[config.mk]
export PLATFORM = sky130hd
export DESIGN_NAME = teletext_row_attribute_decoder
export DESIGN_NICKNAME = d
export VERILOG_FILES = /design/src/ttx_rad_pkg.sv /design/src/ttx_rad_attr.sv /design/src/teletext_row_attribute_decoder.sv
export SDC_FILE = /design/constraint.sdc
export NUM_CORES = 1
export LEC_CHECK = 0
export BUFFER_PORTS_ARGS = -buffer_cell sky130_fd_sc_hd__buf_4
export CAP_MARGIN = 25
export CORE_AREA = 2 2 151 153
export CTS_BUF_LIST = sky130_fd_sc_hd__clkbuf_8
export DETAILED_ROUTE_END_ITERATION = 7
export DIE_AREA = 0 0 153 155
export PLACE_DENSITY = 0.63
export RECOVER_POWER = 50
export SYNTH_ARGS = -nofsm -noshare
export SYNTH_HDL_FRONTEND = slang
export SYNTH_HIERARCHICAL = 1
export SYNTH_SLANG_ARGS = --single-unit
[constraint.sdc]
create_clock -name clk -period 3.1 [get_ports clk]
set_input_delay 0.31 -clock clk [delete_from_list [all_inputs] [get_ports clk]]
set_output_delay 0.31 -clock clk [all_outputs]
set_load 0.01 [all_outputs]
[src/ttx_rad_pkg.sv]
package ttx_rad_pkg;

	localparam int ROW_CELLS           = 40;
	localparam int HEADER_FIRST_COLUMN = 8;
	localparam int LAST_ROW            = 25;
	localparam int MAP_ROWS            = LAST_ROW + 1;

	localparam logic [5:0] LAST_COLUMN  = 6'(ROW_CELLS - 1);
	localparam logic [5:0] HEADER_COL   = 6'(HEADER_FIRST_COLUMN);
	localparam logic [4:0] LAST_ROW_NUM = 5'(LAST_ROW);
	localparam logic [6:0] SPACE_CHAR   = 7'h20;
	localparam logic [2:0] WHITE        = 3'd7;
	localparam logic [2:0] BLACK        = 3'd0;

	typedef enum logic [1:0] {
		OP_DATA       = 2'd0,
		OP_ROW_START  = 2'd1,
		OP_PAGE_START = 2'd2
	} opcode_t;

	typedef enum logic {
		CFG_SECOND_CHARSET = 1'b0,
		CFG_DEFAULT_UPPER  = 1'b1
	} cfg_index_t;

	localparam logic [4:0] ATTR_ALPHA_FIRST  = 5'h00;
	localparam logic [4:0] ATTR_ALPHA_LAST   = 5'h07;
	localparam logic [4:0] ATTR_FLASH        = 5'h08;
	localparam logic [4:0] ATTR_STEADY       = 5'h09;
	localparam logic [4:0] ATTR_END_BOX      = 5'h0A;
	localparam logic [4:0] ATTR_START_BOX    = 5'h0B;
	localparam logic [4:0] ATTR_NORMAL_SIZE  = 5'h0C;
	localparam logic [4:0] ATTR_DOUBLE_HGT   = 5'h0D;
	localparam logic [4:0] ATTR_DOUBLE_WID   = 5'h0E;
	localparam logic [4:0] ATTR_DOUBLE_SIZE  = 5'h0F;
	localparam logic [4:0] ATTR_MOSAIC_FIRST = 5'h10;
	localparam logic [4:0] ATTR_MOSAIC_LAST  = 5'h17;
	localparam logic [4:0] ATTR_CONCEAL      = 5'h18;
	localparam logic [4:0] ATTR_CONTIGUOUS   = 5'h19;
	localparam logic [4:0] ATTR_SEPARATED    = 5'h1A;
	localparam logic [4:0] ATTR_ESCAPE       = 5'h1B;
	localparam logic [4:0] ATTR_BLACK_BG     = 5'h1C;
	localparam logic [4:0] ATTR_NEW_BG       = 5'h1D;
	localparam logic [4:0] ATTR_HOLD         = 5'h1E;
	localparam logic [4:0] ATTR_RELEASE      = 5'h1F;

	localparam int MB_FLASH   = 0;
	localparam int MB_CONCEAL = 1;
	localparam int MB_SEP     = 2;
	localparam int MB_MOSAIC  = 3;
	localparam int MB_G0      = 4;
	localparam int MB_HOLD    = 5;

	typedef struct packed {
		logic [2:0] fg;
		logic [2:0] bg;
		logic [5:0] mode;
		logic [2:0] box;
		logic [1:0] size;
		logic [6:0] held_char;
		logic       held_sep;
	} attr_state_t;

	localparam attr_state_t ATTR_RESET = '{
		fg:        WHITE,
		bg:        BLACK,
		mode:      6'd0,
		box:       3'd0,
		size:      2'd0,
		held_char: SPACE_CHAR,
		held_sep:  1'b0
	};

	typedef struct packed {
		logic [6:0] character;
		logic [2:0] fg_ink;
		logic [2:0] bg_ink;
		logic [1:0] size_mode;
		logic [7:0] charset;
		logic [5:0] attr_code;
		logic [4:0] flags;
	} cell_t;

endpackage

[src/ttx_rad_attr.sv]
module ttx_rad_attr (
	input  ttx_rad_pkg::attr_state_t st,
	input  logic [7:0]               raw,
	input  logic [7:0]               second_charset,
	input  logic [4:0]               default_upper,
	input  logic [2:0]               national,
	output ttx_rad_pkg::attr_state_t st_next,
	output ttx_rad_pkg::cell_t       glyph,
	output logic                     mark_below
);
	import ttx_rad_pkg::*;

	logic [6:0] d;
	logic [4:0] code;
	logic       flash, conceal, win, sep, mos;
	logic       size_cmd;
	logic [1:0] size_val;

	assign d    = {raw[1], raw[2], raw[3], raw[4], raw[5], raw[6], raw[7]};
	assign code = d[4:0];

	always_comb begin
		st_next    = st;
		mark_below = 1'b0;
		size_cmd   = 1'b0;
		size_val   = 2'd0;
		flash      = st.mode[MB_FLASH];
		conceal    = st.mode[MB_CONCEAL];
		win        = st.box >= 3'd2;
		sep        = st.mode[MB_SEP];
		mos        = st.mode[MB_MOSAIC];
		glyph.character = SPACE_CHAR;
		glyph.fg_ink    = st.fg;
		glyph.bg_ink    = st.bg;
		glyph.size_mode = st.size;
		glyph.charset   = st.mode[MB_G0] ? second_charset : {default_upper, national};
		glyph.attr_code = 6'd0;
		if (d[6:5] != 2'b00) begin
			glyph.character = d;
			if (mos) begin
				st_next.held_char = d;
				st_next.held_sep  = sep;
			end
		end else begin
			glyph.attr_code = 6'(code) + 6'd1;
			if (st.mode[MB_HOLD]) begin
				glyph.character = st.held_char;
				sep             = st.held_sep;
				mos             = 1'b1;
			end
			case (code) inside
				[ATTR_ALPHA_FIRST:ATTR_ALPHA_LAST]: begin
					st_next.fg               = code[2:0];
					st_next.mode[MB_MOSAIC]  = 1'b0;
					st_next.mode[MB_CONCEAL] = 1'b0;
					st_next.held_char        = SPACE_CHAR;
				end
				[ATTR_MOSAIC_FIRST:ATTR_MOSAIC_LAST]: begin
					st_next.fg               = code[2:0];
					st_next.mode[MB_MOSAIC]  = 1'b1;
					st_next.mode[MB_CONCEAL] = 1'b0;
				end
				ATTR_FLASH: st_next.mode[MB_FLASH] = 1'b1;
				ATTR_STEADY: begin
					st_next.mode[MB_FLASH] = 1'b0;
					flash                  = 1'b0;
				end
				ATTR_END_BOX: begin
					if (st.box == 3'd2 || st.box == 3'd3) st_next.box = st.box + 3'd1;
				end
				ATTR_START_BOX: begin
					if (st.box < 3'd2) st_next.box = st.box + 3'd1;
				end
				ATTR_NORMAL_SIZE: begin
					size_cmd        = 1'b1;
					size_val        = 2'd0;
					glyph.size_mode = 2'd0;
				end
				ATTR_DOUBLE_HGT: begin
					size_cmd = 1'b1;
					size_val = 2'd1;
				end
				ATTR_DOUBLE_WID: begin
					size_cmd = 1'b1;
					size_val = 2'd2;
				end
				ATTR_DOUBLE_SIZE: begin
					size_cmd = 1'b1;
					size_val = 2'd3;
				end
				ATTR_CONCEAL: begin
					st_next.mode[MB_CONCEAL] = 1'b1;
					conceal                  = 1'b1;
				end
				ATTR_CONTIGUOUS: begin
					st_next.mode[MB_SEP] = 1'b0;
					sep                  = 1'b0;
				end
				ATTR_SEPARATED: begin
					st_next.mode[MB_SEP] = 1'b1;
					sep                  = 1'b1;
				end
				ATTR_ESCAPE: st_next.mode[MB_G0] = ~st.mode[MB_G0];
				ATTR_BLACK_BG: begin
					st_next.bg   = BLACK;
					glyph.bg_ink = BLACK;
				end
				ATTR_NEW_BG: begin
					st_next.bg   = st.fg;
					glyph.bg_ink = st.fg;
				end
				ATTR_HOLD: begin
					st_next.mode[MB_HOLD] = 1'b1;
					glyph.character       = st.held_char;
					sep                   = st.held_sep;
					mos                   = 1'b1;
				end
				ATTR_RELEASE: st_next.mode[MB_HOLD] = 1'b0;
				default: ;
			endcase
			if (size_cmd) begin
				if (st.size != size_val) st_next.held_char = SPACE_CHAR;
				st_next.size = size_val;
				mark_below   = size_val[0];
			end
		end
		glyph.flags = {mos, sep, win, conceal, flash};
	end

endmodule

[src/teletext_row_attribute_decoder.sv]
// Channel   Transfer when          Payload
// s_*       s_tvalid & s_tready    tuser opcode; tdata row_number, data_byte, national_option
// m_*       m_tvalid & m_tready    tdata display fields; tlast row_end
// cfg_*     cfg_wr_en              cfg_index selects register, cfg_wdata value
//
// One item a cycle while s_tready is high: each item passes through the input stage, where the attribute
// logic updates the row state and loads the output register.
// A data byte of an open row is registered in the input stage and then in the output register,
// which raises m_tvalid; other items yield none.
// s_tready drops only while such a byte sits in the input stage behind an unaccepted output.
// arst_n clears all row, attribute and skip-map state and the configuration.
module teletext_row_attribute_decoder (
	input  logic        clk,
	input  logic        arst_n,
	input  logic        s_tvalid,
	output logic        s_tready,
	input  logic [15:0] s_tdata,   // row_number[4:0], data_byte[12:5], national_option[15:13]
	input  logic [1:0]  s_tuser,   // opcode[1:0]
	output logic        m_tvalid,
	input  logic        m_tready,
	// row[4:0], column[10:5], character[17:11], fg_ink[20:18], bg_ink[23:21],
	// size_mode[25:24], charset[33:26], attr_code[39:34], flags[44:40], copy_below[45]
	output logic [47:0] m_tdata,
	output logic        m_tlast,   // row_end
	input  logic        cfg_wr_en,
	input  logic        cfg_index,
	input  logic [7:0]  cfg_wdata
);
	import ttx_rad_pkg::*;

	logic [7:0]  second_charset_q;
	logic [4:0]  default_upper_q;

	logic        valid_s1;
	opcode_t     op_s1;
	logic [4:0]  rn_s1;
	logic [7:0]  byte_s1;
	logic [2:0]  nat_s1;

	logic [4:0]          row_q;
	logic [5:0]          col_q;
	logic                active_q;
	attr_state_t         st_q;
	logic [MAP_ROWS-1:0] skip_q;
	logic [2:0]          nat_q;

	logic        out_valid_q;
	logic [47:0] out_data_q;
	logic        out_last_q;

	attr_state_t         st_next;
	attr_state_t         row_defaults;
	cell_t               glyph;
	logic                mark_below;
	logic [MAP_ROWS-1:0] skip_next;
	logic [31:0]         skip_q_wide;
	logic [31:0]         skip_next_wide;
	logic                emits;
	logic                advance;
	logic                row_end;
	logic                copy_below;
	logic                row_ok;

	ttx_rad_attr u_attr (
		.st             (st_q),
		.raw            (byte_s1),
		.second_charset (second_charset_q),
		.default_upper  (default_upper_q),
		.national       (nat_q),
		.st_next        (st_next),
		.glyph          (glyph),
		.mark_below     (mark_below)
	);

	always_comb begin
		row_defaults          = ATTR_RESET;
		row_defaults.held_sep = st_q.held_sep;
		skip_next = skip_q;
		if (mark_below && row_q < LAST_ROW_NUM)
			skip_next = skip_q | (MAP_ROWS'(2) << row_q);
		skip_q_wide    = 32'(skip_q);
		skip_next_wide = 32'(skip_next);
		row_ok     = (rn_s1 <= LAST_ROW_NUM) && !skip_q_wide[rn_s1];
		row_end    = col_q >= LAST_COLUMN;
		copy_below = row_end && (row_q < LAST_ROW_NUM) && skip_next_wide[row_q + 5'd1];
	end

	assign emits    = valid_s1 && (op_s1 == OP_DATA) && active_q;
	assign advance  = valid_s1 && (!emits || !out_valid_q || m_tready);
	assign s_tready = !valid_s1 || advance;

	always_ff @(posedge clk or negedge arst_n) begin
		if (!arst_n) begin
			second_charset_q <= 8'd0;
			default_upper_q  <= 5'd0;
		end else if (cfg_wr_en) begin
			case (cfg_index_t'(cfg_index))
				CFG_SECOND_CHARSET: second_charset_q <= cfg_wdata;
				CFG_DEFAULT_UPPER:  default_upper_q  <= cfg_wdata[4:0];
				default: ;
			endcase
		end
	end

	always_ff @(posedge clk or negedge arst_n) begin
		if (!arst_n) begin
			valid_s1 <= 1'b0;
		end else if (s_tready) begin
			valid_s1 <= s_tvalid;
		end
	end

	always_ff @(posedge clk) begin
		if (s_tvalid && s_tready) begin
			op_s1   <= opcode_t'(s_tuser);
			rn_s1   <= s_tdata[4:0];
			byte_s1 <= s_tdata[12:5];
			nat_s1  <= s_tdata[15:13];
		end
	end

	always_ff @(posedge clk or negedge arst_n) begin
		if (!arst_n) begin
			row_q    <= 5'd0;
			col_q    <= 6'd0;
			active_q <= 1'b0;
			st_q     <= ATTR_RESET;
			skip_q   <= '0;
			nat_q    <= 3'd0;
		end else if (advance) begin
			case (op_s1)
				OP_PAGE_START: skip_q <= '0;
				OP_ROW_START: begin
					active_q <= row_ok;
					if (row_ok) begin
						row_q <= rn_s1;
						st_q  <= row_defaults;
						if (rn_s1 == 5'd0) begin
							col_q <= HEADER_COL;
							nat_q <= nat_s1;
						end else begin
							col_q <= 6'd0;
						end
					end
				end
				OP_DATA: begin
					if (active_q) begin
						st_q   <= st_next;
						skip_q <= skip_next;
						if (row_end) active_q <= 1'b0;
						else col_q <= col_q + 6'd1;
					end
				end
				default: ;
			endcase
		end
	end

	always_ff @(posedge clk or negedge arst_n) begin
		if (!arst_n) begin
			out_valid_q <= 1'b0;
		end else if (advance && emits) begin
			out_valid_q <= 1'b1;
		end else if (m_tready) begin
			out_valid_q <= 1'b0;
		end
	end

	always_ff @(posedge clk) begin
		if (advance && emits) begin
			out_data_q <= {2'b00, copy_below, glyph.flags, glyph.attr_code, glyph.charset,
				glyph.size_mode, glyph.bg_ink, glyph.fg_ink, glyph.character, col_q, row_q};
			out_last_q <= row_end;
		end
	end

	assign m_tvalid = out_valid_q;
	assign m_tdata  = out_data_q;
	assign m_tlast  = out_last_q;

endmodule

==> flow_summary.ini, run 1 <==
[outcome]
outcome = complete, no violations

[synthesis]
synth_area_um2 = 7600
ys_warn_count = 6
syn_area_per_cell_um2 = 11.5
syn_inst = 661

[timing]
relSlewSlack_pct = 11.8
tightest_slew_ns = 1.32
fin_skew_ns = 0.0159
drv_slew = 0
rsz0062_at_grt = no
setup_slack_ns = 0.114
finalCritPeriodShare_pct = 96.3
fin_crit_ns = 2.99
hold_viol = 0
tns_ns = 0
setup_violations = 0
max_freq_mhz = 335

[setup_path]
cp-end-kind = flip-flop
slowest_delay_ns = 0.44
path_delay_family = compound AO/OA/AOI/OAI gates
cp_slowest_cell = edfxtp_1
critical_path_class = flip-flop to flip-flop
reg2reg_from = byte_s1[6]
cp_max_fo = 7
cp_data_arrival_time_ns = 3.17
reg2reg_to = m_tdata[45]
worst-path-buf-inv = 2
cp_cell_sequence = ha_1 > and3_1 > ha_4 > o21bai_1 > o211ai_1 > a21oi_1 > buf_4 > and3b_2 > buf_4 > a211oi_1 > a211oi_1 > o21ai_1 > a32oi_1
cp-start-kind = flip-flop
r2r_slack_ns = 0.11
rr_worst_depth = 13
required_ns = 3.29

[route]
routed_wire_length_per_instance_um = 18.1
drtPass1Iterations = 5
drtAntennaViolNets = 0
drc = 0
drt_iter0_drc = 511
vias_per_cell = 5.39
vias = 5672
wirelength_mm = 19.1

[global_routing]
grt_pass1_wl_mm = 30.9
grt_max_degree = 51
grtUsageTotal_pct = 16.4
antenna_found_initial = 0
grt_pass1_vias = 5622
grt_overflow = 0

[hold_path]
whs_path_depth = 2
hp-class = input port to flip-flop
hold_end = valid_s1
hold_path.startpoint = s_tvalid

[final_layout]
synthToLayoutAreaGrowth_pct = 17.1
num-nets-final = 804
antenna_cells = 0
layout-drive-gt1-share_pct = 25.3

[pwr]
leakagePower_nw = 3.56
internal_power_mw = 3.16
p_sw_share_pct = 29.7
pwr-share-clk_pct = 33.1
peakVddDrop_mv = 0.275
p_sw_mw = 1.34
pwr-share-comb_pct = 17.7
pwr-share-seq_pct = 49.2
powerDensity_nw_per_um2 = 505

[clocking]
cts_sinks = 144
root_buffer = clkbuf_8
clockBufferDepth = 2
htree_levels = 4
worstSkewPairLatency_ns = 0.46
cts_made_buffers = 17
tritoncts = yes
clkSlewWorstSetupHoldPaths_ns = 0.08

[placed_design]
place_congestion = 0.900
io_buffer_count = 79
place_ws_ns = 0.0207
hpwl_mm = 13.0

[flow_run]
drv_cap = 0

[floorplan]
rows = 55
placeableCoreArea_um2 = 22200
start_util_pct = 34.2
pin_count = 83
die_h_um = 155
die_w_um = 153
dieArea_um2 = 23700
worst max-delay path by stage:
stage,depth (start not counted),end,slack [ns],from
floorplan,6,m_tdata[0],0.03,op_s1[0]
global placement,13,m_tdata[45],0.03,byte_s1[6]
detailed placement,13,m_tdata[45],0.02,byte_s1[6]
CTS,13,m_tdata[45],0.002,byte_s1[6]
global route,13,m_tdata[45],0.01,byte_s1[7]
finish,13,m_tdata[45],0.11,byte_s1[6]
sequential cells by signal (all words and copies together), names as in the netlist, 2 cells and up:
signal,count
nat_q,3
col_q,6
byte_s1,7
default_upper_q,5
second_charset_q,8
st_q,24
row_q,5
nat_s1,3
rn_s1,5
skip_q,25
op_s1,2
m_tdata,46
layer usage:
metal	routed length [µm]	global-route usage [%]	vias to the layer above
met5	0	0	-
met1	8690	22.2	2804
met3	931	3.18	30
li1	-	-	2646
met2	9060	26.2	192
met4	383	5.95	0
stage by stage:
| stage | instance area, µm² | util, % | hold WS, ns | std cells | power [mW] |
|---|---|---|---|---|---|
| after floorplan | 7610 | - | 0.0144 | 662 | 2.75 |
| after global routing | 8900 | 40.1 | 0.0232 | 1053 | 4.71 |
| after global placement | 8530 | 38.4 | 0.391 | 1010 | 3.04 |
| final | 8900 | 40.1 | 0.0472 | 1053 | 4.50 |
| after CTS | 8930 | 40.2 | 0.000127 | 1043 | 4.52 |
| after detailed placement | 8530 | 38.4 | 0.396 | 1010 | 3.03 |
area by class of cell:
| class | count | area [µm²] |
|---|---|---|
| clock buffer | 18 | 248 |
| clock inverter | 14 | 141 |
| fill | 2174 | 13300 |
| inverter | 25 | 93.8 |
| multi-input combinational | 441 | 3300 |
| sequential | 144 | 3930 |
| tap | 285 | 357 |
| timing repair buffer | 126 | 833 |
cells in the final DEF (no fill, tap or decap), drive strengths merged, types with 8 or more instances in the layout:
master,instances
dfrtp,76
clkbuf,73
edfxtp,64
buf,63
nor2,63
a21oi,39
mux2,38
nand2,32
inv,27
a22o,24
a31oi,23
o21ai,18
ha,17
nand3,14
nor2b,13
mux2i,13
a211oi,11
nand2b,9
o31ai,9
and2,9
dlygate4sd3,8
timing repair:
item,4_1_cts,5_1_grt
hold buffers,1,7
buffers inserted,0,3
endpoints found under the hold margin,46,7
setup endpoints to repair,0,1
resized for setup,0,8
power groups by stage:
stage                     Clock (mW)  Sequential, mW  Combinational, mW
after floorplan                    0            2.20              0.542
after global placement             0            2.25              0.784
after detailed placement           0            2.25              0.777
after CTS                       1.53            2.21              0.780
after global routing            1.62            2.23              0.862
final                           1.49            2.21              0.797
worst reg2reg max path, delay by kind of cell (launching register included):
family | cells | cell delay [ns]
AO/OA/AOI/OAI | 7 | 1.03
adder cells (fa/ha/maj) | 2 | 0.43
buffers and inverters | 2 | 0.32
flip-flops | 1 | 0.44
AND/OR/NAND/NOR | 2 | 0.50
Power figures use the tool's default switching activity.
==> run 2, diff against run 1 <==
- ABC_AREA: not set -> 1
- CORE_AREA: 2 2 151 153 -> 2 2 153 155
- DIE_AREA: 0 0 153 155 -> 0 0 155 157
==> flow_summary.ini, run 2 <==
[synthesis]
synth_area_um2 = 7840
syn_area_per_cell_um2 = 8.55
ys_warn_count = 6
syn_inst = 917

[hold_path]
whs_path_depth = 2
hold_path.startpoint = m_tready
hp-class = input port to flip-flop
hold_end = m_tvalid

[pwr]
peakVddDrop_mv = 0.279
leakagePower_nw = 4.13
powerDensity_nw_per_um2 = 561

[timing]
relSlewSlack_pct = 22.0
fin_skew_ns = 0.0176
setup_slack_ns = 0.232
setup_violations = 0
max_freq_mhz = 349
finalCritPeriodShare_pct = 92.5
hold_viol = 0
whs_ns = 0.0460
tightest_slew_ns = 1.17
drv_slew = 0
fin_crit_ns = 2.87

[global_routing]
antenna_found_initial = 0
grt_pass1_vias = 6220
grt_max_degree = 42
grt_pass1_wl_mm = 33.3
grt_overflow = 0
grtUsageTotal_pct = 17.4

[clocking]
tritoncts = yes
htree_levels = 4
worstSkewPairLatency_ns = 0.46
clkSlewWorstSetupHoldPaths_ns = 0.08
cts_sinks = 144
root_buffer = clkbuf_8
cts_made_buffers = 17
clockBufferDepth = 2

[setup_path]
rr_worst_depth = 20
required_ns = 3.40
reg2reg_to = m_tdata[45]
r2r_slack_ns = 0.23
critical_path_class = flip-flop to flip-flop
cp_max_fo = 10
reg2reg_from = byte_s1[7]
cp-start-kind = flip-flop
cp-end-kind = flip-flop
cp_data_arrival_time_ns = 3.17

[floorplan]
dieArea_um2 = 24300
placeableCoreArea_um2 = 22500
die_w_um = 155
pin_count = 83
rows = 55
start_util_pct = 34.8
die_h_um = 157

[route]
drtPass1Iterations = 5
drtAntennaViolNets = 0
drc = 0
routed_wire_length_per_instance_um = 15.9
drt_iter0_drc = 388
wirelength_mm = 20.8
vias = 6554
vias_per_cell = 5.02

[placed_design]
place_ws_ns = 0.160
place_congestion = 0.913
io_buffer_count = 79
hpwl_mm = 14.5

[final_layout]
layout-drive-gt1-share_pct = 16.7
antenna_cells = 0
seq_area_um2 = 3930
num-nets-final = 1057
multiInputGateArea_um2 = 3250
largest_reg_flops = 46
fill_cells = 2268
layout_commonest_cell = nand2_1
most-common-layout-cells = nand2_1, nand3_1, inv_1, dfrtp_1, edfxtp_1
synthToLayoutAreaGrowth_pct = 16.7

[flow_run]
drv_cap = 0

[outcome]
outcome = complete, no violations
-- run 2: cell count changes in the layout (fill, tap and decap cells not counted), sizes merged, moves of 19 or more --
cell	delta
inv	+81
nand2	+205
nand3	+88
o21ai	+66
a22o	-23
mux2	-27
a31oi	-19
-- run 2: power breakdown --
group          switching [mW]  leakage, nW  internal (mW)
clock                   0.766        0.227          0.955
sequential              0.156         1.66           2.18
combinational           0.701         2.24          0.374
total                    1.62         4.13           3.51
-- run 2: how the worst max path moves through the flow --
| stage | from | to | cells after the start |
|---|---|---|---|
| global route | byte_s1[7] | m_tdata[45] | 20 |
| detailed placement | byte_s1[7] | m_tdata[45] | 19 |
| finish | byte_s1[7] | m_tdata[45] | 20 |
| floorplan | byte_s1[6] | m_tdata[45] | 19 |
| CTS | byte_s1[7] | m_tdata[45] | 19 |
| global placement | byte_s1[7] | m_tdata[45] | 19 |
-- run 2: metrics by stage --
step	power [mW]	setup TNS [ns]	cell area, µm²	util, %	instances
final	5.13	0	9150	40.7	1306
after global routing	5.40	-0.00748	9150	40.7	1306
after CTS	5.17	0	9200	40.9	1300
after detailed placement	3.43	0	8640	38.4	1257
after global placement	3.43	0	8640	38.4	1257
after floorplan	3.11	0	7840	-	918
-- run 2: repair_timing --
| item | CTS | global route |
|---|---|---|
| hold buffers | 11 | 0 |
| endpoints found under the hold margin | 48 | 0 |
| endpoints found under the setup margin | 0 | 1 |
| buffers inserted | 0 | 6 |
| gates resized for setup | 0 | 18 |
-- run 2: area by class of cell --
cell class                      instances  area share [%]
Tap cell                              285            3.90
Inverter                              105            4.33
Multi-Input combinational cell        623            35.6
Sequential cell                       144            42.9
Timing Repair Buffer                  117            8.35
Clock inverter                         15            2.37
Clock buffer                           17            2.56
-- run 2: per-layer routing --
metal  vias to the layer above  share of wire (%)  track usage (%)
met5                         -                  0                0
met1                      3089                 48             24.6
met2                       206                 45             27.1
li1                       3228                  -                -
met3                        31                5.8             3.25
met4                         0                1.9             5.60
-- run 2: worst max-delay path, stage by stage (launching register included) --
cell      delay, ns
edfxtp_1       0.50
ha_2           0.24
nand2_1        0.06
nor2_2         0.13
ha_2           0.23
nand2_1        0.07
a21oi_2        0.16
nand2_2        0.10
nor2_1         0.10
buf_4          0.17
buf_6          0.16
nand4_1        0.11
nand2_1        0.11
a21oi_1        0.06
nand2_1        0.08
nand2_1        0.08
nand2_1        0.07
nand2_1        0.05
nand2_1        0.05
nand2_1        0.04
nor2_1         0.13
